## src/rtl/aosc_pkg.sv

```systemverilog
// Package for the all-ones submatrix counter: fixed field widths, saturation
// limit, sequencer state type and the control/status words between modules.
// No dependencies.
`timescale 1ns / 1ps
`default_nettype none

package aosc_pkg;

  localparam int CFG_W = 9;
  localparam int TOTAL_W = 31;
  localparam logic [TOTAL_W-1:0] TOTAL_MAX = 31'h7FFF_FFFF;
  localparam logic [CFG_W-1:0] WIDTH_RESET = 9'd8;

  typedef enum logic [2:0] {
    ST_CLEAR,
    ST_IDLE,
    ST_LOAD,
    ST_POP,
    ST_WAIT,
    ST_MUL,
    ST_ACC,
    ST_EMIT
  } aosc_state_t;

  // Sequencer strobes to the datapath
  typedef struct packed {
    logic clr_step;
    logic take;
    logic load_h;
    logic pop;
    logic mul;
    logic acc;
    logic emit;
  } aosc_ctl_t;

  // Datapath conditions back to the sequencer
  typedef struct packed {
    logic clr_done;
    logic pop_hit;
    logic last_item;
    logic out_free;
  } aosc_stat_t;

endpackage

`default_nettype wire

```

## src/rtl/aosc_ctrl.sv

```systemverilog
// Sequencer of the all-ones submatrix counter: walks each pixel word through
// load, stack pops, multiply and accumulate, emits the result word, and runs the height clearing pass.
// Depends on aosc_pkg.
`timescale 1ns / 1ps
`default_nettype none

module aosc_ctrl
  import aosc_pkg::*;
(
  input  wire logic       clk,
  input  wire logic       rst_n,
  input  wire logic       in_valid,
  output logic            in_ready,
  input  wire aosc_stat_t stat,
  output aosc_ctl_t       ctl
);

  aosc_state_t state_r, state_nxt;

  always_ff @(posedge clk) begin
    if (!rst_n) begin
      state_r <= ST_CLEAR;
    end else begin
      state_r <= state_nxt;
    end
  end

  always_comb begin
    state_nxt = state_r;
    unique case (state_r)
      ST_CLEAR: if (stat.clr_done) state_nxt = ST_IDLE;
      ST_IDLE:  if (in_valid) state_nxt = ST_LOAD;
      ST_LOAD:  state_nxt = ST_POP;
      ST_POP:   state_nxt = stat.pop_hit ? ST_WAIT : ST_MUL;
      ST_WAIT:  state_nxt = ST_POP;
      ST_MUL:   state_nxt = ST_ACC;
      ST_ACC:   state_nxt = stat.last_item ? ST_EMIT : ST_IDLE;
      ST_EMIT:  if (stat.out_free) state_nxt = ST_CLEAR;
      default:  state_nxt = ST_CLEAR;
    endcase
  end

  always_comb begin
    ctl = '0;
    in_ready = 1'b0;
    unique case (state_r)
      ST_CLEAR: ctl.clr_step = 1'b1;
      ST_IDLE: begin
        in_ready = 1'b1;
        ctl.take = in_valid;
      end
      ST_LOAD:  ctl.load_h = 1'b1;
      ST_POP:   ctl.pop = stat.pop_hit;
      ST_WAIT:  ctl = '0;
      ST_MUL:   ctl.mul = 1'b1;
      ST_ACC:   ctl.acc = 1'b1;
      ST_EMIT:  ctl.emit = stat.out_free;
      default:  ctl = '0;
    endcase
  end

endmodule

`default_nettype wire

```

## config.mk

```make
export PLATFORM = sky130hd
export DESIGN_NAME = aosc_ctrl
export DESIGN_NICKNAME = d
export VERILOG_FILES = /design/src/rtl/aosc_pkg.sv /design/src/rtl/aosc_ctrl.sv
export SDC_FILE = /design/constraint.sdc
export NUM_CORES = 1
export LEC_CHECK = 0
export BUFFER_PORTS_ARGS = -buffer_cell sky130_fd_sc_hd__buf_4
export CORE_AREA = 10 10 47 49
export CTS_BUF_LIST = sky130_fd_sc_hd__clkbuf_16
export CTS_CLUSTER_DIAMETER = 30
export DETAILED_ROUTE_END_ITERATION = 10
export DIE_AREA = 0 0 57 59
export HOLD_SLACK_MARGIN = 0.12
export MAX_ROUTING_LAYER = met4
export PLACE_DENSITY = 0.44
export SYNTH_ARGS = -nofsm -noshare
export SYNTH_HDL_FRONTEND = slang
export SYNTH_SLANG_ARGS = --single-unit
```

## constraint.sdc

```tcl
create_clock -name clk -period 1.25 [get_ports clk]
set_clock_uncertainty 0.2 [all_clocks]
set_input_delay 0.1875 -clock clk [delete_from_list [all_inputs] [get_ports clk]]
set_output_delay 0.1875 -clock clk [all_outputs]
set_load 0.02 [all_outputs]
```

* Word level (Yosys, flattened, before mapping)
Index checks and enable logic that the tools add are counted.
** Operators by class
- Muxes and demuxes :: 14
- Reduce and logical (&&, ||, !) cells :: 3
- Eq/ne operators :: 10
** Operators by type and width (count)
- $pmux W3 S7 :: 1
- $eq A3 B3 Y1 const B :: 4
- $mux W3 :: 4
- $mux W1 :: 9
- $eq A3 B2 Y1 const B :: 2
- $ne A2 B2 Y1 const B :: 3
- $eq A3 B1 Y1 const B :: 1
- $logic_not A3 Y1 :: 1
- $reduce_and A3 Y1 :: 1
- $reduce_or A2 Y1 :: 1
** Word-level totals
- Input bits :: 7
- Register bits :: 3
- Output and inout port bits :: 8
- Word-level logic and storage cells :: 28

* Longest topological paths before layout
Gate-level depths: netlist of the first run.
- Depth in word-level cells :: 3
- Gate-level depth with buffers :: 4
- Mapped depth without buffers :: 3

* Least setup slack after synthesis of the first run
OpenSTA, ideal clock, no wires.
- Kind :: reg-to-output
- Start :: register state_r[2]
- End :: output ctl[5] in the netlist's numbering
- Slack :: -289 ps
- Data required time :: 863 ps
- Buffers on the path :: 0
- Data arrival time :: 1152 ps
- Stages on the path, launching flop included :: 4
- Path through :: dfxtp_1 and2b_1 nor2b_1 and2_1
** RTL lines
- from (decl) :: line aosc_ctrl.sv:18 : aosc_state_t state_r, state_nxt;
- from (signal assigned) :: line aosc_ctrl.sv:24 : state_r <= state_nxt;
- to (decl) :: line aosc_ctrl.sv:15 : output aosc_ctl_t ctl

==> summary.txt, run 1 <==
Status
  • Outcome: finished with violations
  • Violations in the final reports: setup timing

Global route
  • Initial antenna violation count: 0
  • GR Util All Layers: 0.06261
  • Global-route congestion overflow total: 0
  • First-pass GRT wire length: 1.649 mm
  • Pin count of the biggest net entering global routing: 12
  • Number of global-route vias before repair: 400

Critical path
  • Data required time at the worst endpoint: ~0.86 ns
  • Buffers & Inverters on Critical Path: 1
  • Cell class contributing the biggest share of worst-path delay: simple AND/OR/NAND/NOR gates
  • Critical-path maximum fanout: 3
  • Crit-path slowest cell: sky130_fd_sc_hd__dfxtp_2
  • Cell-by-cell listing of the critical path: and2b_1 -> nor2b_4 -> and2_4 -> buf_6
  • Arrival time reported for the critical path endpoint: 1.15 ns
  • Max stage delay on crit path: roughly 0.30 ns
  • Nature of the critical path endpoint: output pin
  • Startpoint Class: flop
  • Setup Crit Path Kind: reg2out

Die
  • Floorplan die area: 0.003363 mm²
  • Initial cell density of the core: 0.1786
  • Floorplan row count: 14
  • IO Pins: 15
  • Floorplan core area: 0.001401 mm²
  • Chip Height: 59 µm
  • Die Wd: 57 µm

Timing
  • Highest attainable clock frequency: between 0.6 and 0.7 GHz
  • Setup repair after global routing missed its margin: yes
  • Number of failing hold endpoints at the final stage: 0
  • Worst hold margin: 0.1070 ns
  • Slew at the pin closest to its max-slew limit: 0.1677 ns
  • Post-Route Setup TNS: -1.759 ns
  • Final WS setup: -0.2833 ns
  • Final worst path period need: 1.533 ns
  • Final period util: 1.227
  • Final setup violating endpoints: 11
  • Relative slew margins: 0.8877
  • Final Slew Violations: 0

Placed design
  • Instance area after placement: 396.6 µm²
  • Worst Setup Slack post-DPL: -0.09919 ns
  • IO Port Bufs: 14
  • Final weighted congestion in routability-driven placement: 0.7142

Route
  • Total number of vias: 344
  • DR WL/cell: 12.31 µm
  • Detailed-routing iteration count for the pre-antenna-repair pass: 1
  • Via count normalized by instance count: between 4 and 5
  • Initial detailed-routing violation count: 0
  • Remaining design rule violation count: 0
  • Final ANT Viol Nets: 0
  • WL final: roughly 990 µm

Yosys
  • Warnings, synthesis: 0
  • Cell area after synthesis: 250.2 µm²
  • Share of the synthesized area in the top cell type: 0.2400
  • Post-Synthesis Net Count: 42
  • Cells after Synth: 35
  • Syn_area_per_cell: 7.150 µm²
  • Sequential element share of the synthesized area: 0.2400
  • Top cell type by total area after synthesis: sky130_fd_sc_hd__dfxtp_1
  • FF+latch count, synth: 3
  • Count of unique library cells instantiated by Yosys: 19
  • Biggest area contributors in the synthesized netlist: sky130_fd_sc_hd__dfxtp_1, sky130_fd_sc_hd__nand2_1, sky130_fd_sc_hd__nor2b_1

Finish
  • Most frequent standard cell in the layout excluding fill and tap cells: sky130_fd_sc_hd__buf_4
  • # diodes: 0
  • Leading cell types in the layout, fill and taps excluded: sky130_fd_sc_hd__buf_4, sky130_fd_sc_hd__buf_6, sky130_fd_sc_hd__nor2_1, sky130_fd_sc_hd__nand2_1, sky130_fd_sc_hd__clkbuf_16
  • Flip-flop count of the largest register after layout: 3
  • Fraction of layout cells with a size suffix above 1: 0.6250
  • Area growth from synthesis to layout: 158.0%
  • Number of nets in the final layout: 72
  • Register containing the most flip-flops in the final layout: state_r
  • Post-route cell area: roughly 650 µm²
  • Filler cell count: roughly 150
  • Biggest registers after layout: state_r x3

Pwr
  • Pwr Total: 0.8927 mW
  • Leakage dissipation: approximately 0.30 nW
  • Power per Cell Area: 1383 mW/mm²
  • Worst vdd ir: 1614 µV

CTS
  • Total CTS buffers: 3
  • Total clock sinks: 3
  • Root Driver: sky130_fd_sc_hd__clkbuf_16
  • CTS tree: done
  • Post-CTS clock slew at the launch and capture registers of the worst setup and hold paths: 0.03 ns
  • Maximum level of the CTS H-tree: 1
  • Insertion delay of the later-clocked pin in the worst-skew pair: 0.22 ns
  • Deepest clock path buffer count: 2

Worst hold path
  • HP Class: in2reg

Job
  • Maximum capacitance violations: 0
-- worst paths after layout --
check	from	end	slack, ns	cells past startpoint
hold / removal	stat[0]	state_r[0]$_SDFFE_PN0P_	0.11	3
hold reg to reg	state_r[0]$_SDFFE_PN0P_	state_r[0]$_SDFFE_PN0P_	0.42	3
setup / recovery	state_r[2]$_SDFFE_PN0P_	ctl[5]	-0.28	4
setup reg to reg	state_r[2]$_SDFFE_PN0P_	state_r[2]$_SDFFE_PN0P_	-0.07	5
-- layer usage --
metal  global-route usage  part of all wire
met5                    -                 0
met4              0.04698             0.017
met3              0.01717             0.042
met1              0.06406              0.42
met2               0.1008              0.52
-- final cells by class --
cell class | count | area (µm²) | share of cell area
repair buffers | 28 | 256.5 | 0.3973
multi-input cells | 29 | 224.0 | 0.3469
clock buffers | 3 | 75.07 | 0.1163
flip-flops and latches | 3 | 66.31 | 0.1027
well taps | 16 | 20.02 | 0.03101
clock inverters | 1 | 3.754 | 0.005814
-- cell usage after synthesis --
| master | n |
|---|---|
| sky130_fd_sc_hd__o211ai_1 | 1 |
| sky130_fd_sc_hd__dfxtp_1 | 3 |
| sky130_fd_sc_hd__and2_1 | 1 |
| sky130_fd_sc_hd__a21boi_0 | 2 |
| sky130_fd_sc_hd__buf_2 | 2 |
| sky130_fd_sc_hd__o21ai_0 | 3 |
| sky130_fd_sc_hd__and3b_1 | 1 |
| sky130_fd_sc_hd__and3_1 | 1 |
| sky130_fd_sc_hd__nor2_1 | 4 |
| sky130_fd_sc_hd__or2_1 | 1 |
| sky130_fd_sc_hd__and2b_1 | 1 |
| sky130_fd_sc_hd__nor3_1 | 1 |
| sky130_fd_sc_hd__nand3_1 | 1 |
| sky130_fd_sc_hd__nor3b_1 | 1 |
| sky130_fd_sc_hd__buf_6 | 1 |
| sky130_fd_sc_hd__o2bb2ai_1 | 2 |
| sky130_fd_sc_hd__nor2b_1 | 3 |
| sky130_fd_sc_hd__o22a_1 | 1 |
| sky130_fd_sc_hd__nand2_1 | 5 |
-- cells by family (layout without fill, tap and decap cells) --
group                  count (synthesis)  after routing  share of synthesized area
AOI/OAI and AO/OA                      9              9                     0.2550
buffers and inverters                  3             32                    0.08500
DFF                                    3              3                     0.2400
and+or+nand+nor                       20             20                     0.4200
-- per-stage QoR --
stage | instances | utilization
global route | 80 | 0.4607
floorplan | 35 | -
CTS | 78 | 0.4259
global placement | 66 | 0.2830
detailed placement | 66 | 0.2830
finish | 80 | 0.4607
-- repair_timing --
action	CTS	global route
hold buffers	2	0
gates resized for setup	21	10
cloned	0	0
pin swaps	9	4
endpoints found under the setup margin	11	11
setup buffers	6	3
hold endpoints to repair	3	0
-- where the power goes --
| part | internal (mW) | total, mW | leakage [nW] | switching (mW) |
|---|---|---|---|---|
| registers | 0.108 | 0.121 | 0.0261 | 0.0124 |
| logic | 0.160 | 0.275 | 0.235 | 0.116 |
| clock network | 0.412 | 0.497 | 0.0423 | 0.0845 |
| total | 0.680 | 0.893 | 0.303 | 0.213 |
-- worst reg2reg max path: stages (launching register included) --
cell and delay (ns):
sky130_fd_sc_hd__dfxtp_2 0.30, sky130_fd_sc_hd__buf_4 0.17, sky130_fd_sc_hd__buf_6 0.13, sky130_fd_sc_hd__and3b_1 0.16, sky130_fd_sc_hd__o21ai_0 0.15, sky130_fd_sc_hd__a21boi_1 0.09
Power figures use the tool's default switching activity.
==> inputs of run 2 (changes only) <==
==> constraint.sdc (replaced) <==
create_clock -name clk -period 1.25 [get_ports clk]
set_clock_uncertainty 0.2 [all_clocks]
set_input_delay 0.0625 -clock clk [delete_from_list [all_inputs] [get_ports clk]]
set_output_delay 0.0625 -clock clk [all_outputs]
set_load 0.02 [all_outputs]
==> run 2 against run 1 <==
Against the previous run:
- the run still ends with setup timing left
- global-route usage is 0.14 points lower
- setup slack improved by 0.14 ns
- clock power is essentially flat
- power fell by 1.7%
- design area is 0.19% higher
- routed wire length fell by 5.8%
- sequential power about the same
- non-clock buffer count grew 2
- utilization is 0.089 points higher
- largest cell class unchanged
- highest routed layer unchanged
==> summary.txt, run 2 (synthesized netlist as in run 1, its figures left out) <==
Timing
  • Relative slew margins: 0.8951 (was 0.8877)
  • Slew at the pin closest to its max-slew limit: 0.1566 ns (was 0.1677 ns)
  • Final worst path period need: 1.395 ns (was 1.533 ns)
  • Final Slew Violations: 0 (unchanged)
  • Final setup violating endpoints: 7 (was 11)
  • Final WS setup: -0.1454 ns (was -0.2833 ns)
  • Highest attainable clock frequency: 0.7166 GHz (was 0.6522 GHz)
  • Setup repair after global routing missed its margin: yes (unchanged)
  • Post-Route Setup TNS: -0.6233 ns (was -1.759 ns)
  • Number of failing hold endpoints at the final stage: 0 (unchanged)
  • Final period util: 1.116 (was 1.227)

CTS
  • Root Driver: sky130_fd_sc_hd__clkbuf_16 (unchanged)
  • Total CTS buffers: 3 (unchanged)
  • Maximum level of the CTS H-tree: 1 (unchanged)
  • Deepest clock path buffer count: 2 (unchanged)
  • Post-CTS clock slew at the launch and capture registers of the worst setup and hold paths: 0.03 ns (about the same)
  • Insertion delay of the later-clocked pin in the worst-skew pair: 0.22 ns (about the same)
  • CTS tree: done (unchanged)
  • Total clock sinks: 3 (unchanged)

Worst hold path
  • HP Class: in2reg (unchanged)
  • Hold path cells: 4 (was 3)
  • Beginning of the worst hold path: in_valid (was stat[0])
  • Destination of the worst hold path: state_r[1]$_SDFFE_PN0P_ (was state_r[0]$_SDFFE_PN0P_)

Route
  • Remaining design rule violation count: 0 (unchanged)
  • Initial detailed-routing violation count: 3 (was 0)
  • DR WL/cell: 11.32 µm (was 12.31 µm)
  • Total number of vias: 344 (unchanged)
  • WL final: 928 µm (was 985 µm)
  • Final ANT Viol Nets: 0 (unchanged)
  • Via count normalized by instance count: 4.195 (was 4.300)
  • Detailed-routing iteration count for the pre-antenna-repair pass: 3 (was 1)

Global route
  • Number of global-route vias before repair: 405 (was 400)
  • First-pass GRT wire length: 1.580 mm (was 1.649 mm)
  • GR Util All Layers: 0.06122 (was 0.06261)
  • Global-route congestion overflow total: 0 (unchanged)
  • Pin count of the biggest net entering global routing: 10 (was 12)
  • Initial antenna violation count: 0 (unchanged)

Critical path
  • Data required time at the worst endpoint: 0.99 ns (was 0.86 ns)
  • RR Endpoint: state_r[0]$_SDFFE_PN0P_ (was state_r[2]$_SDFFE_PN0P_)
  • Nature of the critical path endpoint: output pin (unchanged)
  • Worst Reg2Reg Path Length in Cells: 4 (was 5)
  • Reg-to-Reg Start: state_r[1]$_SDFFE_PN0P_ (was state_r[2]$_SDFFE_PN0P_)
  • Startpoint Class: flop (unchanged)
  • Critical-path maximum fanout: 4 (was 3)
  • Arrival time reported for the critical path endpoint: 1.13 ns (was 1.15 ns)
  • Register-to-Register Setup Slack: -0.01 ns (was -0.07 ns)
  • Setup Crit Path Kind: reg2out (unchanged)

Finish
  • Fraction of the core area covered by cells at the end of the flow: 0.4616 (was 0.4607)
  • Register containing the most flip-flops in the final layout: state_r (unchanged)
  • Leading cell types in the layout, fill and taps excluded: sky130_fd_sc_hd__buf_4, sky130_fd_sc_hd__buf_6, sky130_fd_sc_hd__dlygate4sd3_1 (was sky130_fd_sc_hd__buf_4, sky130_fd_sc_hd__buf_6, sky130_fd_sc_hd__nor2_1, sky130_fd_sc_hd__nand2_1, sky130_fd_sc_hd__clkbuf_16)
  • Number of nets in the final layout: 74 (was 72)
  • Biggest registers after layout: state_r x3 (unchanged)
  • # diodes: 0 (unchanged)
  • Fraction of layout cells with a size suffix above 1: 0.5909 (was 0.6250)
  • Area growth from synthesis to layout: 158.5% (was 158.0%)
  • Flip-flop count of the largest register after layout: 3 (unchanged)
  • Most frequent standard cell in the layout excluding fill and tap cells: sky130_fd_sc_hd__buf_4 (unchanged)

Job
  • Maximum capacitance violations: 0 (unchanged)

Die
  • Floorplan die area: 0.003363 mm² (unchanged)
  • Die Wd: 57 µm (unchanged)
  • IO Pins: 15 (unchanged)
  • Floorplan row count: 14 (unchanged)
  • Floorplan core area: 0.001401 mm² (unchanged)
  • Chip Height: 59 µm (unchanged)
  • Initial cell density of the core: 0.1786 (unchanged)

Status
  • Outcome: finished with violations (unchanged)
  • Violations in the final reports: setup timing (unchanged)

Placed design
  • Detailed placement HPWL: 673.9 µm
  • Final weighted congestion in routability-driven placement: 0.7050 (was 0.7142)
  • IO Port Bufs: 14 (unchanged)

Pwr
  • Worst vdd ir: 887.9 µV (was 1614 µV)
  • Leakage dissipation: 0.3043 nW (was 0.3034 nW)
  • Power per Cell Area: 1356 mW/mm² (was 1383 mW/mm²)
[run 2: power breakdown]
part	internal (mW)	switching, mW
combinational	0.154	0.108
sequential	0.108	0.0123
clock	0.412	0.0833
total	0.674	0.203
[run 2: per-stage QoR]
| step | cells | total power [mW] | setup slack, ns | hold WS [ns] | instance area, µm² |
|---|---|---|---|---|---|
| after global routing | 82 | 0.9202 | -0.1723 | 0.1522 | 646.9 |
| after global placement | 68 | 0.2987 | -0.001164 | 0.09470 | 406.6 |
| final | 82 | 0.8772 | -0.1454 | 0.1035 | 646.9 |
| after detailed placement | 68 | 0.2965 | -0.01344 | 0.1031 | 406.6 |
| after CTS | 82 | 0.8696 | -0.1320 | 0.1236 | 625.6 |
| after floorplan | 35 | 0.2137 | -0.04089 | -0.02061 | 257.7 |
[run 2: worst max path at each step]
stage / startpoint / to / slack, ns / cells after the start
3_3_place_gp: state_r[0]$_SDFFE_PN0P_ / ctl[5] / -0.001 / 4
6_report: state_r[0]$_SDFFE_PN0P_ / ctl[3] / -0.15 / 4
3_5_place_dp: state_r[2]$_SDFFE_PN0P_ / state_r[0]$_SDFFE_PN0P_ / -0.01 / 4
4_1_cts: state_r[2]$_SDFFE_PN0P_ / ctl[4] / -0.13 / 4
5_1_grt: state_r[2]$_SDFFE_PN0P_ / ctl[5] / -0.17 / 4
2_1_floorplan: state_r[2]$_SDFFE_PN0P_ / ctl[5] / -0.04 / 3
[run 2: area by class of cell]
type	instances	area, µm²
flip-flops and latches	3	66.31
repair buffers	30	272.8
clock buffers	3	75.07
multi-input cells	29	209.0
clock inverters	1	3.754
fillers	141	754.5
well taps	16	20.02
[run 2: per-layer routing]
| metal | up-vias | share of wire | global-route usage | routed length [µm] |
|---|---|---|---|---|
| met5 | - | 0 | - | 0 |
| met4 | 0 | 0.013 | 0.05705 | 12 |
| met2 | 11 | 0.52 | 0.09457 | 480 |
| met1 | 146 | 0.43 | 0.05799 | 396 |
| met3 | 4 | 0.041 | 0.02361 | 38 |
| li1 | 183 | - | - | - |
[run 2: timing repair]
item | CTS | global route
endpoints found under the hold margin | 3 | 3
gates resized for setup | 15 | 11
setup buffers | 5 | 0
setup endpoints to repair | 9 | 11
hold buffers | 6 | 1
pin swaps | 4 | 8
[run 2: worst max-delay path: stages (launching register included)]
cell and delay [ns]:
sky130_fd_sc_hd__dfxtp_2 0.33, sky130_fd_sc_hd__and2b_1 0.17, sky130_fd_sc_hd__buf_4 0.13, sky130_fd_sc_hd__and3_4 0.16
sky130_fd_sc_hd__buf_6 0.12
==> inputs of run 3 (changes only) <==
Settings changed: PLACE_DENSITY 0.44 to 0.42, REMOVE_ABC_BUFFERS from default to 1, SKIP_CTS_REPAIR_TIMING from default to 1.
Clock period 1.25 ns to 1.3 ns, I/O delays scaled along.
==> run 3 against run 2 <==
Against the previous run:
- the run still ends with setup timing left
- global-route usage is 1.1 points lower
- count of clock-buffer cells in the layout unchanged
- critical path depth did not move
- cell count is 6.1% lower
- power down 9.2%
- via count is 4.1% lower
- worst hold slack got worse by 0.028 ns
- critical path type unchanged
- critical endpoint is now ctl[5]
- largest cell class unchanged
- largest power group unchanged
==> summary.txt, run 3 (synthesized netlist as in run 1, its figures left out) <==
Status
  • Outcome: finished with violations (unchanged)
  • Violations in the final reports: setup timing (unchanged)

Finish
  • # diodes: 0 (unchanged)
  • Non-filler cells in the finished layout: 77 (was 82)
  • Biggest registers after layout: state_r x3 (unchanged)
  • Number of nets in the final layout: 69 (was 74)
  • Filler cell count: 163 (was 141)
  • Register containing the most flip-flops in the final layout: state_r (unchanged)
  • Area growth from synthesis to layout: 128.5% (was 158.5%)
  • Flip-flop count of the largest register after layout: 3 (unchanged)
  • Leading cell types in the layout, fill and taps excluded: sky130_fd_sc_hd__buf_4, sky130_fd_sc_hd__dlygate4sd3_1, sky130_fd_sc_hd__nor2_1, sky130_fd_sc_hd__nand2_1, sky130_fd_sc_hd__buf_6 (was sky130_fd_sc_hd__buf_4, sky130_fd_sc_hd__buf_6, sky130_fd_sc_hd__dlygate4sd3_1)
  • Fraction of layout cells with a size suffix above 1: 0.5082 (was 0.5909)
  • Most frequent standard cell in the layout excluding fill and tap cells: sky130_fd_sc_hd__buf_4 (unchanged)

Timing
  • Number of failing hold endpoints at the final stage: 0 (unchanged)
  • Final WS setup: -0.1287 ns (was -0.1454 ns)
  • Final worst path period need: 1.429 ns
  • Post-Route Setup TNS: -0.5370 ns (was -0.6233 ns)
  • Final period util: 1.099
  • Slew at the pin closest to its max-slew limit: 0.1622 ns (was 0.1566 ns)
  • Final Slew Violations: 0 (unchanged)
  • Setup repair after global routing missed its margin: yes (unchanged)
  • Relative slew margins: 0.8911 (was 0.8951)
  • Highest attainable clock frequency: 0.6999 GHz
  • Final setup violating endpoints: 8 (was 7)
  • Worst hold margin: 0.07576 ns (was 0.1035 ns)

Route
  • DR WL/cell: 11.06 µm (was 11.32 µm)
  • Initial detailed-routing violation count: 6 (was 3)
  • Remaining design rule violation count: 0 (unchanged)
  • Detailed-routing iteration count for the pre-antenna-repair pass: 2 (was 3)
  • Via count normalized by instance count: 4.286 (was 4.195)
  • Total number of vias: 330 (was 344)
  • Final ANT Viol Nets: 0 (unchanged)
  • WL final: 852 µm (was 928 µm)

Critical path
  • Crit-path slowest cell: sky130_fd_sc_hd__dfxtp_2 (unchanged)
  • Arrival time reported for the critical path endpoint: 1.16 ns (was 1.13 ns)
  • Critical path startpoint: state_r[2]$_SDFFE_PN0P_ (was state_r[0]$_SDFFE_PN0P_)
  • Reg-to-Reg Start: state_r[2]$_SDFFE_PN0P_ (was state_r[1]$_SDFFE_PN0P_)
  • Nature of the critical path endpoint: output pin (unchanged)
  • Critical-path maximum fanout: 3 (was 4)
  • Max stage delay on crit path: 0.32 ns (was 0.33 ns)
  • Data required time at the worst endpoint: 1.03 ns (was 0.99 ns)
  • Cell-by-cell listing of the critical path: and2b_2 -> nor2b_4 -> and2_4 -> buf_6 (was and2b_1 -> buf_4 -> and3_4 -> buf_6)
  • Setup Crit Path Kind: reg2out (unchanged)
  • Startpoint Class: flop (unchanged)

CTS
  • Post-CTS clock slew at the launch and capture registers of the worst setup and hold paths: 0.03 ns (about the same)
  • Maximum level of the CTS H-tree: 1 (unchanged)
  • Total CTS buffers: 3 (unchanged)
  • Deepest clock path buffer count: 2 (unchanged)
  • Root Driver: sky130_fd_sc_hd__clkbuf_16 (unchanged)
  • Total clock sinks: 3 (unchanged)
  • Insertion delay of the later-clocked pin in the worst-skew pair: 0.22 ns (about the same)
  • CTS tree: done (unchanged)

Pwr
  • Net switching power: 0.1862 mW (was 0.2032 mW)
  • Worst vdd ir: 1213 µV (was 887.9 µV)
  • Proportion of power drawn by the clock network: 0.606 (was 0.565)
  • Share of total power consumed by net switching: 0.2337 (was 0.2317)
  • Combinational group share of total power: 0.243 (was 0.298)
  • Power per Cell Area: 1394 mW/mm² (was 1356 mW/mm²)
  • Sequential share of power: 0.150 (was 0.138)
  • Leakage dissipation: 0.2613 nW (was 0.3043 nW)
  • Cell internal pwr: 0.6106 mW (was 0.6740 mW)

Die
  • IO Pins: 15 (unchanged)
  • Chip Height: 59 µm (unchanged)
  • Die Wd: 57 µm (unchanged)
  • Initial cell density of the core: 0.1786 (unchanged)
  • Floorplan die area: 0.003363 mm² (unchanged)
  • Floorplan row count: 14 (unchanged)
  • Floorplan core area: 0.001401 mm² (unchanged)

Placed design
  • Detailed placement HPWL: 629.7 µm (was 673.9 µm)
  • IO Port Bufs: 14 (unchanged)
  • Final weighted congestion in routability-driven placement: 0.7214 (was 0.7050)
  • Cell Count Post-Placement: 65 (was 68)

Worst hold path
  • Beginning of the worst hold path: stat[2] (was in_valid)
  • HP Class: in2reg (unchanged)

Global route
  • First-pass GRT wire length: 1.324 mm (was 1.580 mm)
  • Number of global-route vias before repair: 301 (was 405)
  • Initial antenna violation count: 0 (unchanged)
  • Global-route congestion overflow total: 0 (unchanged)
  • Pin count of the biggest net entering global routing: 13 (was 10)
  • GR Util All Layers: 0.05055 (was 0.06122)

Job
  • Maximum capacitance violations: 0 (unchanged)
run 3: worst paths after layout:
path	endpoint	slack (ns)	depth (start not counted)
setup / recovery	ctl[5]	-0.13	4
hold / removal	state_r[0]$_SDFFE_PN0P_	0.08	4
setup reg to reg	state_r[0]$_SDFFE_PN0P_	0.05	4
hold reg to reg	state_r[2]$_SDFFE_PN0P_	0.39	2
run 3: metal layers:
metal / share of wire / up-vias / GRT usage
met2: 0.45 / 9 / 0.07287
met5: 0 / - / -
met4: 0.022 / 0 / 0.04027
met1: 0.48 / 144 / 0.05674
met3: 0.043 / 2 / 0.01502
li1: - / 175 / -
run 3: final cells by class:
class | count | area, µm² | area share
clock buffers | 3 | 75.07 | 0.1313
clock inverters | 1 | 3.754 | 0.006565
repair buffers | 25 | 215.2 | 0.3764
well taps | 16 | 20.02 | 0.03501
flip-flops and latches | 3 | 65.06 | 0.1138
multi-input cells | 29 | 192.7 | 0.3370
run 3: power groups by stage:
stage / logic, mW / clock network [mW] / registers [mW]
after floorplan: 0.0715 / 0 / 0.121
after global placement: 0.149 / 0 / 0.117
after detailed placement: 0.147 / 0 / 0.118
after CTS: 0.148 / 0.490 / 0.117
after global routing: 0.210 / 0.496 / 0.121
final: 0.194 / 0.483 / 0.120
run 3: metrics by stage:
stage	worst slack, ns	power, mW	instance area, µm²	util
after floorplan	-0.2450	0.1929	229.0	-
after CTS	-0.2209	0.7548	455.4	0.3250
after global placement	0.03573	0.2653	376.6	0.2688
after detailed placement	0.007312	0.2650	376.6	0.2688
final	-0.1287	0.7968	571.8	0.4080
after global routing	-0.1546	0.8270	571.8	0.4080
run 3: worst max-delay path, delay by kind of cell, from the launching register on:
| family | cells | cell delay (ns) |
|---|---|---|
| and+or+nand+nor | 3 | 0.50 |
| DFF | 1 | 0.32 |
| buffers and inverters | 1 | 0.12 |
